--- src/design/salru_pkg.sv ---
// Shared constants and width helpers for the set-associative LRU lookup block.
// Used by salru_front, salru_back and set_assoc_cache_lru_lookup; no dependencies.

package salru_pkg;

   // Default geometry
   localparam int WAYS_DEF       = 8;
   localparam int SETS_DEF       = 64;
   localparam int LINE_BYTES_DEF = 64;
   localparam int ADDR_BITS_DEF  = 32;

   // Stream word widths
   localparam int REQ_TDATA_W = 32;
   localparam int WAY_OUT_W   = 3;
   localparam int TOTAL_W     = 32;
   localparam int RSP_BITS    = 1 + WAY_OUT_W + 1 + TOTAL_W + TOTAL_W;
   localparam int RSP_TDATA_W = ((RSP_BITS + 7) / 8) * 8;

   // Address split queue between front and back
   localparam int QUEUE_DEPTH = 2;

   // Address bits actually looked at
   function automatic int eff_bits(input int addr_bits);
      int r;
      r = (addr_bits < REQ_TDATA_W) ? addr_bits : REQ_TDATA_W;
      return r;
   endfunction

   // Set index width (at least one bit so ports stay legal)
   function automatic int set_width(input int sets);
      int r;
      r = (sets > 1) ? $clog2(sets) : 1;
      return r;
   endfunction

   // Tag width (at least one bit; tag reads as zero when no bits remain)
   function automatic int tag_width(input int sets, input int line_bytes, input int addr_bits);
      int r;
      r = eff_bits(addr_bits) - $clog2(line_bytes) - $clog2(sets);
      if (r < 1) begin
         r = 1;
      end
      return r;
   endfunction

endpackage

--- src/design/salru_front.sv ---
// Front end: accepts address words, splits them into set index and tag, and
// queues them for the back end. Depends on salru_pkg.

module salru_front #(
   parameter int SETS       = salru_pkg::SETS_DEF,
   parameter int LINE_BYTES = salru_pkg::LINE_BYTES_DEF,
   parameter int ADDR_BITS  = salru_pkg::ADDR_BITS_DEF,
   localparam int SET_W     = salru_pkg::set_width(SETS),
   localparam int TAG_W     = salru_pkg::tag_width(SETS, LINE_BYTES, ADDR_BITS)
) (
   input  logic                               clock,
   input  logic                               reset,
   input  logic                               req_tvalid,
   output logic                               req_tready,
   input  logic [salru_pkg::REQ_TDATA_W-1:0]  req_tdata,   // [31:0] address
   input  logic                               hold,
   output logic                               q_valid,
   input  logic                               q_ready,
   output logic [SET_W-1:0]                   q_set,
   output logic [TAG_W-1:0]                   q_tag
);

   localparam int OFF_BITS  = $clog2(LINE_BYTES);
   localparam int TAG_SHIFT = OFF_BITS + $clog2(SETS);
   localparam int EFF_BITS  = salru_pkg::eff_bits(ADDR_BITS);
   localparam logic [salru_pkg::REQ_TDATA_W-1:0] ADDR_MASK =
      salru_pkg::REQ_TDATA_W'((64'd1 << EFF_BITS) - 64'd1);
   localparam logic [SET_W-1:0] SET_MASK = SET_W'(SETS - 1);
   localparam int CNT_W = $clog2(salru_pkg::QUEUE_DEPTH + 1);
   localparam int PTR_W = $clog2(salru_pkg::QUEUE_DEPTH);

   logic [salru_pkg::REQ_TDATA_W-1:0] addr_m;
   logic [SET_W-1:0] set_idx;
   logic [TAG_W-1:0] tag_val;
   logic             push;
   logic             pop;

   logic [SET_W-1:0] set_q_ff [salru_pkg::QUEUE_DEPTH];
   logic [TAG_W-1:0] tag_q_ff [salru_pkg::QUEUE_DEPTH];
   logic [PTR_W-1:0] wr_ptr_ff, wr_ptr_in;
   logic [PTR_W-1:0] rd_ptr_ff, rd_ptr_in;
   logic [CNT_W-1:0] cnt_ff, cnt_in;

   // Address split
   always_comb begin
      addr_m  = req_tdata & ADDR_MASK;
      set_idx = SET_W'(addr_m >> OFF_BITS) & SET_MASK;
      tag_val = TAG_W'(addr_m >> TAG_SHIFT);
   end

   // Queue handshake
   assign req_tready = !hold && (cnt_ff != CNT_W'(salru_pkg::QUEUE_DEPTH));
   assign push       = req_tvalid && req_tready;
   assign q_valid    = (cnt_ff != '0);
   assign pop        = q_valid && q_ready;
   assign q_set      = set_q_ff[rd_ptr_ff];
   assign q_tag      = tag_q_ff[rd_ptr_ff];

   // Pointer and fill count next values
   always_comb begin
      wr_ptr_in = wr_ptr_ff;
      rd_ptr_in = rd_ptr_ff;
      cnt_in    = cnt_ff;
      if (push) begin
         wr_ptr_in = (wr_ptr_ff == PTR_W'(salru_pkg::QUEUE_DEPTH - 1)) ? '0 : wr_ptr_ff + 1'b1;
      end
      if (pop) begin
         rd_ptr_in = (rd_ptr_ff == PTR_W'(salru_pkg::QUEUE_DEPTH - 1)) ? '0 : rd_ptr_ff + 1'b1;
      end
      if (push && !pop) begin
         cnt_in = cnt_ff + 1'b1;
      end else if (pop && !push) begin
         cnt_in = cnt_ff - 1'b1;
      end
   end

   always_ff @(posedge clock) begin
      if (reset) begin
         wr_ptr_ff <= '0;
         rd_ptr_ff <= '0;
         cnt_ff    <= '0;
      end else begin
         wr_ptr_ff <= wr_ptr_in;
         rd_ptr_ff <= rd_ptr_in;
         cnt_ff    <= cnt_in;
      end
   end

   // Queue payload
   always_ff @(posedge clock) begin
      if (push) begin
         set_q_ff[wr_ptr_ff] <= set_idx;
         tag_q_ff[wr_ptr_ff] <= tag_val;
      end
   end

endmodule

--- config.mk ---
export PLATFORM = sky130hd
export DESIGN_NAME = salru_front
export DESIGN_NICKNAME = d
export VERILOG_FILES = /design/src/design/salru_pkg.sv /design/src/design/salru_front.sv
export SDC_FILE = /design/constraint.sdc
export NUM_CORES = 1
export LEC_CHECK = 0
export CORE_UTILIZATION = 45
export CTS_BUF_LIST = sky130_fd_sc_hd__clkbuf_4
export DETAILED_ROUTE_END_ITERATION = 8
export DONT_BUFFER_PORTS = 1
export MAX_ROUTING_LAYER = met4
export RECOVER_POWER = 100
export SYNTH_ARGS = -nofsm -noshare
export SYNTH_HDL_FRONTEND = slang
export SYNTH_SLANG_ARGS = --single-unit
--- constraint.sdc ---
create_clock -name clock -period 2.5 [get_ports clock]
set_clock_uncertainty 0.15 [all_clocks]
set_input_delay 0.5 -clock clock [delete_from_list [all_inputs] [get_ports clock]]
set_output_delay 0.5 -clock clock [all_outputs]
set_load 0.01 [all_outputs]
After elaboration in Yosys (flattened, before gate mapping)
Memory sizes are Yosys's and may differ from the RTL's. A register that Yosys moved wholly into a read port is not among the register bits.
Index checks and enable logic that the tools add are counted.
- add/subtract/negate cells: 4
- equal/unequal tests: 1
- muxes and demuxes: 10
- reduce and logical (&&, ||, !) cells: 10
- operators by type and width (operator ; number):
    $mux 1 ; 8
    $logic_and 1x1->1 ; 5
    $mux 2 ; 2
    $reduce_bool 2->1 ; 2
    $logic_not 1->1 ; 3
    $add 1x1->1 const B ; 2
    $add 2x1->2 const B ; 1
    $ne 2x2->1 const B ; 1
    $sub 2x1->2 const B ; 1
- bits in registers: 4
- memory bits (writable): 52
- input bits: 37
- output and inout port bits: 28
- memories: 2
- memory list (name ; depth ; bits a word ; read ports ; clocked after Yosys merged registers in ; write ports ; line ; source):
    tag_q_ff ; 2 ; 20 ; 1 ; 1 ; 1 ; salru_front.sv:39 ; logic [TAG_W-1:0] tag_q_ff [salru_pkg::QUEUE_DEPTH];
    set_q_ff ; 2 ; 6 ; 1 ; 1 ; 1 ; salru_front.sv:38 ; logic [SET_W-1:0] set_q_ff [salru_pkg::QUEUE_DEPTH];

Logic depth before layout (Yosys ltp)
Gate-level depths: netlist of the first run.
- depth after elaboration: 7
- depth in mapped cells: 6
- gate-level depth less buffers: 6

Worst setup path after synthesis of the first run
Ideal clock, no wire load.
- path kind: in2reg
- from: input hold
- to: memory set_q_ff[0][0] (netlist name), enable pin
- setup time: 0.412 ns
- arrival time: 1.956 ns
- data required time: 1.938 ns
- setup slack: -0.018 ns
- stages: 2
- buffers on the path: 0
- cell sequence: nor3b_4 > nor2b_1
- cells in the longest elaborated chain, start to end: 5
- ends and longest elaborated chain (item ; line ; source):
    start, declared ; salru_front.sv:16 ; input logic hold,
    $logic_not 1->1 ; salru_front.sv:52 ; assign req_tready = !hold && (cnt_ff != CNT_W'(salru_pkg::QUEUE_DEPTH));
    $logic_and 1x1->1 ; salru_front.sv:52 ;
    $logic_and 1x1->1 ; salru_front.sv:53 ; assign push = req_tvalid && req_tready;
    $mux 1 ; salru_front.sv:91 ; if (push) begin
    $mux 1 (implied by the code) ; salru_front.sv:92 ; set_q_ff[wr_ptr_ff] <= set_idx;
    end, declared ; salru_front.sv:38 ;
No other way between the ends.

==> results of run 1 <==
worst register-to-register path: stages, from the launching register on:
cell      delay, ns
dfxtp_1        0.42
nor2b_1        0.09
nor3b_1        0.45
nor2b_1        0.24
clkbuf_2       0.37
layout by cell type, fill, tap and decap left out:
| master | n |
|---|---|
| or2_2 | 1 |
| nor3b_1 | 1 |
| clkinv_2 | 1 |
| nor2b_1 | 3 |
| clkbuf_2 | 2 |
| edfxtp_1 | 52 |
| and2_0 | 1 |
| or3_1 | 1 |
| xor2_1 | 3 |
| ha_1 | 1 |
| buf_4 | 2 |
| dfxtp_1 | 5 |
| o21ai_0 | 2 |
| clkbuf_4 | 15 |
| nor2_1 | 5 |
| mux2_1 | 26 |
| a21oi_1 | 1 |
| mux2_2 | 1 |
cell usage after synthesis, drive strengths merged:
cell / n / area share
a21oi: 1 / 0.0024
o21ai: 2 / 0.0047
mux2: 27 / 0.14
and2: 1 / 0.0030
nor2b: 3 / 0.010
edfxtp: 52 / 0.74
xor2: 3 / 0.012
or3: 1 / 0.0030
or2: 1 / 0.0030
ha: 1 / 0.0059
nor3b: 1 / 0.0089
dfxtp: 5 / 0.047
buf: 3 / 0.0071
nor2: 5 / 0.0089
cell type report:
class | count | area share
clock inverter | 1 | 0.00218
tap | 52 | 0.0284
multi-input combinational | 46 | 0.184
sequential | 57 | 0.725
clock buffer | 15 | 0.0492
timing repair buffer | 4 | 0.0109
per-layer routing:
metal	vias up	track usage	wire, um
li1	432	-	-
met1	466	0.140	1210
met3	6	0.0620	251
met5	-	-	0
met2	34	0.236	1670
met4	0	0.116	56
worst paths after layout:
check,startpoint,to,slack (ns),cells past startpoint
hold reg to reg,cnt_ff[1],cnt_ff[1],0.36,2
setup reg to reg,cnt_ff[0],tag_q_ff[0][14],0.43,4
setup / recovery,register,q_tag[5],0.38,2
hold / removal,reset,register,0.05,1
metrics by stage:
step,std cells,worst slack (ns)
3_5_place_dp,159,0.690
4_1_cts,175,0.332
3_3_place_gp,159,0.746
6_report,175,0.385
5_1_grt,175,0.231
2_1_floorplan,106,0.459
power by group:
group | switching, uW | internal [uW]
clock | 284 | 272
combinational | 264 | 163
sequential | 38.9 | 1140
cells by family after synthesis:
family | Yosys count | synth area share
compound gates | 3 | 0.00711
xor+xnor | 3 | 0.0124
fa+ha+maj | 1 | 0.00592
buf+inv | 3 | 0.00711
flops | 57 | 0.787
mux | 27 | 0.144
simple gates | 12 | 0.0367
registers in the layout, summed over array words and instances, names as in the netlist, named ones only:
name and flops:
wr_ptr_ff 1, set_q_ff 12, rd_ptr_ff 1, cnt_ff 2
tag_q_ff 40
==> reports/qor.csv, run 1 <==
metric,value,unit
DP Area,2190,um2
Initial Util,0.475,
Setup CP Type,reg2out,
Post-CTS Hold Buffers,0,
I/O Buffers,0,
fin area,2290,um2
final setup fails,0,
CTS buffer count,9,
DRT iter0 DRCs,51,
Ys Warns,0,
layout cell share with drive strength beyond 1,0.179,
clock tree buffer depth,2,
sequential element share of the synthesized area,0.787,
H-tree level count,3,
max frequency,0.473,GHz
register area,1660,um2
ANT nets after route,0,
DR vias,938,
Crit-path slowest cell,mux2_1,
DR pass1 iterations,5,
Max Cap Violations,0,
Ports,65,
Layout fillers,388,
latest clock arrival within the worst-skew pair,0.36,ns
area of the multi-input gates,422,um2
min Tclk post-route,2.12,ns
Worst Path Required,1.85,ns
critical path peak fanout,25,
worst vdd ir,0.000461,V
Pwr Density,946,nW/um2
Critical Path Max Stage Delay,0.42,ns
Netlist Area Pre-Place,2110,um2
all-layer global routing usage,0.148,
Core Area,4440,um2
Critical Path Sink Type,output pin,
Nets,156,
DRC,8,
initial antenna violation count,0,
vias per std cell,5.36,
"Distinct cells, synth",16,
Syn Area/Cell,19.9,um2
Critical Path Source Type,register,
Row Count,24,
Post-CTS Resized,0,
per-cell routed wire length,18.2,um
antenna cell count,0,
Sink Count,57,
Cells after Synth,106,
area grow syn2layout,8.47,%
crit path DAT,1.47,ns
first-pass GRT wire length,4950,um
Crit path max-delay family,multiplexers,
Congestion Overflow GR,0,
Horiz. Die Dim,70.5,um
Max Slew Vio Count,0,
final WL,3190,um
largest net degree at the start of global routing,26,
worst hold slack,0.0474,ns
synthesized net count,144,
Final Hold Viols,0,
Clock Tree Root,clkbuf_4,
Yosys reg bits,57,
crit-path cells,"buf_4, mux2_1",
Max-slew headroom,0.652,
post-CTS setup buffer count,0,
clock-pin slew on the worst setup and hold paths,0.08,ns
die area,4970,um2
leak pwr,0.000771,uW
worst path buffer plus inverter count,1,
detailed-placement wirelength estimate,2110,um
GP Congestion,0.652,
fin util,0.515,
failing checks,design-rule violations,
Final Cycle Share,0.846,
"Power, Total",2170,uW
Die Ht,70.5,um
RSZ-0062 raised after global routing,false,
setup TNS,0,ns
status,"complete, but fails checks",
Worst Max-Slew Pin Slew,0.521,ns
vias in the first global route,1018,
TritonCTS clock tree,yes,
Hold Path Class,in2reg,
No activity file was read; power rests on OpenSTA's default activity.
==> run 2, diff against run 1 <==
--- a/config.mk
+++ b/config.mk
@@ -5,6 +5,7 @@
 export SDC_FILE = /design/constraint.sdc
 export NUM_CORES = 1
 export LEC_CHECK = 0
+export ABC_AREA = 1
 export CORE_UTILIZATION = 45
 export CTS_BUF_LIST = sky130_fd_sc_hd__clkbuf_4
 export DETAILED_ROUTE_END_ITERATION = 8
==> constraint.sdc (replaced) <==
create_clock -name clock -period 1.9 [get_ports clock]
set_clock_uncertainty 0.15 [all_clocks]
set_input_delay 0.38 -clock clock [delete_from_list [all_inputs] [get_ports clock]]
set_output_delay 0.38 -clock clock [all_outputs]
set_load 0.01 [all_outputs]
==> run 2 against run 1 <==
Net effect:
- the flow now finishes without violations
- non-clock buffer count rose by 30
- die area up 5.6%
- core utilization up 6.5 points
- design area is 20% higher
- setup slack worse by 0.33 ns
- total power up 33%
- synthesized cell count rose by 14%
- first-iteration DRC count is 39% lower
- via count increased by 20%
- cell count increased by 34%
- sequential power up 27%
==> reports/qor.csv, run 2 <==
metric,value,unit
all-layer global routing usage,0.152,
final setup fails,0,
Largest register FFs,40,
ANT nets after route,0,
Max Cap Violations,0,
layout cell share with drive strength beyond 1,0.280,
Worst Max-Slew Pin Slew,0.403,ns
Cells after Synth,121,
Top reg by flops,tag_q_ff,
status,finished clean,
detailed-placement wirelength estimate,2300,um
Clock Tree Root,clkbuf_4,
Max Slew Vio Count,0,
Hold Path Origin,q_ready,
per-cell routed wire length,15.3,um
Sink Count,57,
Post-synth EDFFs,52,
crit path DAT,1.31,ns
Syn Area/Cell,18.5,um2
I/O Buffers,0,
Main synth FF type,edfxtp_1,
GP Congestion,0.830,
Congestion Overflow GR,0,
DRT iter0 DRCs,31,
Final Cycle Share,0.970,
"top cells by area, synth","edfxtp_1 70%, mux2_4 13%, dfxtp_1 4.5%",
"most common cell after layout, fill and taps aside",edfxtp_1,
die area,5250,um2
Adder-Cell Fraction of Synth Area,0.00560,
final std cells w/o fill,235,
FF-to-FF Start,cnt_ff[0],
Critical Path Source Type,register,
latest clock arrival within the worst-skew pair,0.38,ns
fin util,0.580,
power share of the clock group,0.285,
"Distinct cells, synth",14,
Die Ht,72.5,um
antenna cell count,0,
Ports,65,
Netlist Area Pre-Place,2230,um2
Initial Util,0.470,
Row Count,25,
largest family of logic cells by synthesized area,multiplexers,
sequential element share of the synthesized area,0.744,
DR pass1 iterations,4,
DR vias,1130,
DRC,0,
complex-gate fraction of the synthesized area,0.00896,
first-pass GRT wire length,5310,um
max frequency,0.543,GHz
Hold Path Class,in2reg,
Core Area,4750,um2
leak pwr,0.00103,uW
Final Hold Viols,0,
most common cell in the netlist,edfxtp_1,
P_int,2170,uW
TritonCTS clock tree,yes,
Inst Count DP,191,
vias in the first global route,1158,
XOR/XNOR Fraction of Synth Area,0,
vias per std cell,4.81,
Critical Path Sink Type,output pin,
clock tree buffer depth,2,
DP Area,2320,um2
top post-synthesis cells by count,"52 x edfxtp_1, 20 x mux2_4, 10 x inv_1, 10 x nand2_1, 6 x mux2_2",
final WL,3600,um
largest net degree at the start of global routing,17,
Nets,201,
P_sw,722,uW
top cell type's share of synthesized area,0.699,
fin area,2760,um2
H-tree level count,3,
CTS buffer count,9,
Horiz. Die Dim,72.5,um
Yosys reg bits,57,
area grow syn2layout,23.5,%
top flop regs,"tag_q_ff (40), set_q_ff (12), cnt_ff (2)",
biggest area consumer among synthesized cells,edfxtp_1,
Ys Warns,0,
"Power, Total",2890,uW
Max-slew headroom,0.731,
mux cell area share after synthesis,0.165,
ys async rst share,0,
min Tclk post-route,1.84,ns
Worst Path Required,1.37,ns
Post-Synth Simple-Gate Area,0.0375,
worst vdd ir,0.000524,V
Gate power share,0.195,
Reg power frac,0.521,
critical path peak fanout,10,
synthesized net count,159,
"commonest non-fill, non-tap cells in the layout","52 x edfxtp_1, 27 x dlygate4sd3_1, 21 x mux2_4",
Setup CP Type,reg2out,
clock-pin slew on the worst setup and hold paths,0.10,ns
RSZ-0062 raised after global routing,true,
initial antenna violation count,0,
sw frac,0.250,
Pwr Density,1050,nW/um2
==> run 2: cell types whose count changed in the layout (fill, tap and decap cells not counted), sizes merged, moves of 2 or more <==
| cell | change |
|---|---|
| a21oi | +2 |
| clkinv | +3 |
| dlygate4sd3 | +27 |
| inv | +10 |
| nand2 | +10 |
| nand3 | +3 |
| nand4 | +2 |
| nor2b | -3 |
| xor2 | -3 |
==> run 2: kinds of logic (layout without fill, tap and decap cells) <==
| kind of cell | count (synthesis) | count (layout) |
|---|---|---|
| adders and majority gates | 1 | 1 |
| AOI/OAI and AO/OA | 4 | 4 |
| DFF | 57 | 57 |
| muxes | 26 | 26 |
| buffers and inverters | 13 | 60 |
| and+or+nand+nor | 20 | 20 |
==> run 2: repair_timing <==
item	in CTS	in global routing
resized for setup	2	6
hold buffers	27	0
buffers inserted	0	0
endpoints found under the hold margin	54	0
gates cloned	0	1
endpoints found under the setup margin	16	6
==> run 2: layout make-up <==
| type | instances | area, um2 |
|---|---|---|
| clock buffers | 11 | 82.6 |
| clock inverters | 5 | 46.3 |
| fillers | 392 | 2000 |
| inverters | 10 | 37.5 |
| multi-input cells | 51 | 488 |
| flip-flops and latches | 57 | 1670 |
| well taps | 67 | 83.8 |
| repair buffers | 34 | 355 |
==> run 2: metal layers <==
metal	GRT usage	share of wire	vias to the layer above
met5	-	0	-
li1	-	-	536
met3	0.0819	0.057	4
met1	0.148	0.40	548
met2	0.241	0.53	42
met4	0.0850	0.012	0
==> run 2: power groups by stage <==
stage	Sequential (uW)	Combinational (uW)	Clock, uW
6_report	1500	562	822
5_1_grt	1520	610	902
4_1_cts	1500	538	852
3_5_place_dp	1520	479	0
3_3_place_gp	1520	462	0
2_1_floorplan	1510	436	0
==> run 2: worst paths after layout <==
check	endpoint	slack, ns	cells past startpoint
worst max-delay path	q_tag[4]	0.06	2
worst min-delay path	register	0.04	2
worst max register to register	set_q_ff[0][0]	0.22	5
worst min register to register	register	0.37	2
==> run 2: per-stage QoR <==
step	setup WS, ns	TNS, ns	hold slack, ns
4_1_cts	-0.00608	-0.0109	0.0166
2_1_floorplan	0.0813	0	0.302
3_5_place_dp	0.291	0	0.305
6_report	0.0579	0	0.0361
3_3_place_gp	0.348	0	0.303
5_1_grt	-0.0148	-0.0486	0.0323
==> run 2: worst max-delay path: stages (launching register included) <==
cell and delay (ns):
dfxtp_4 0.41, buf_12 0.15, mux2_2 0.37
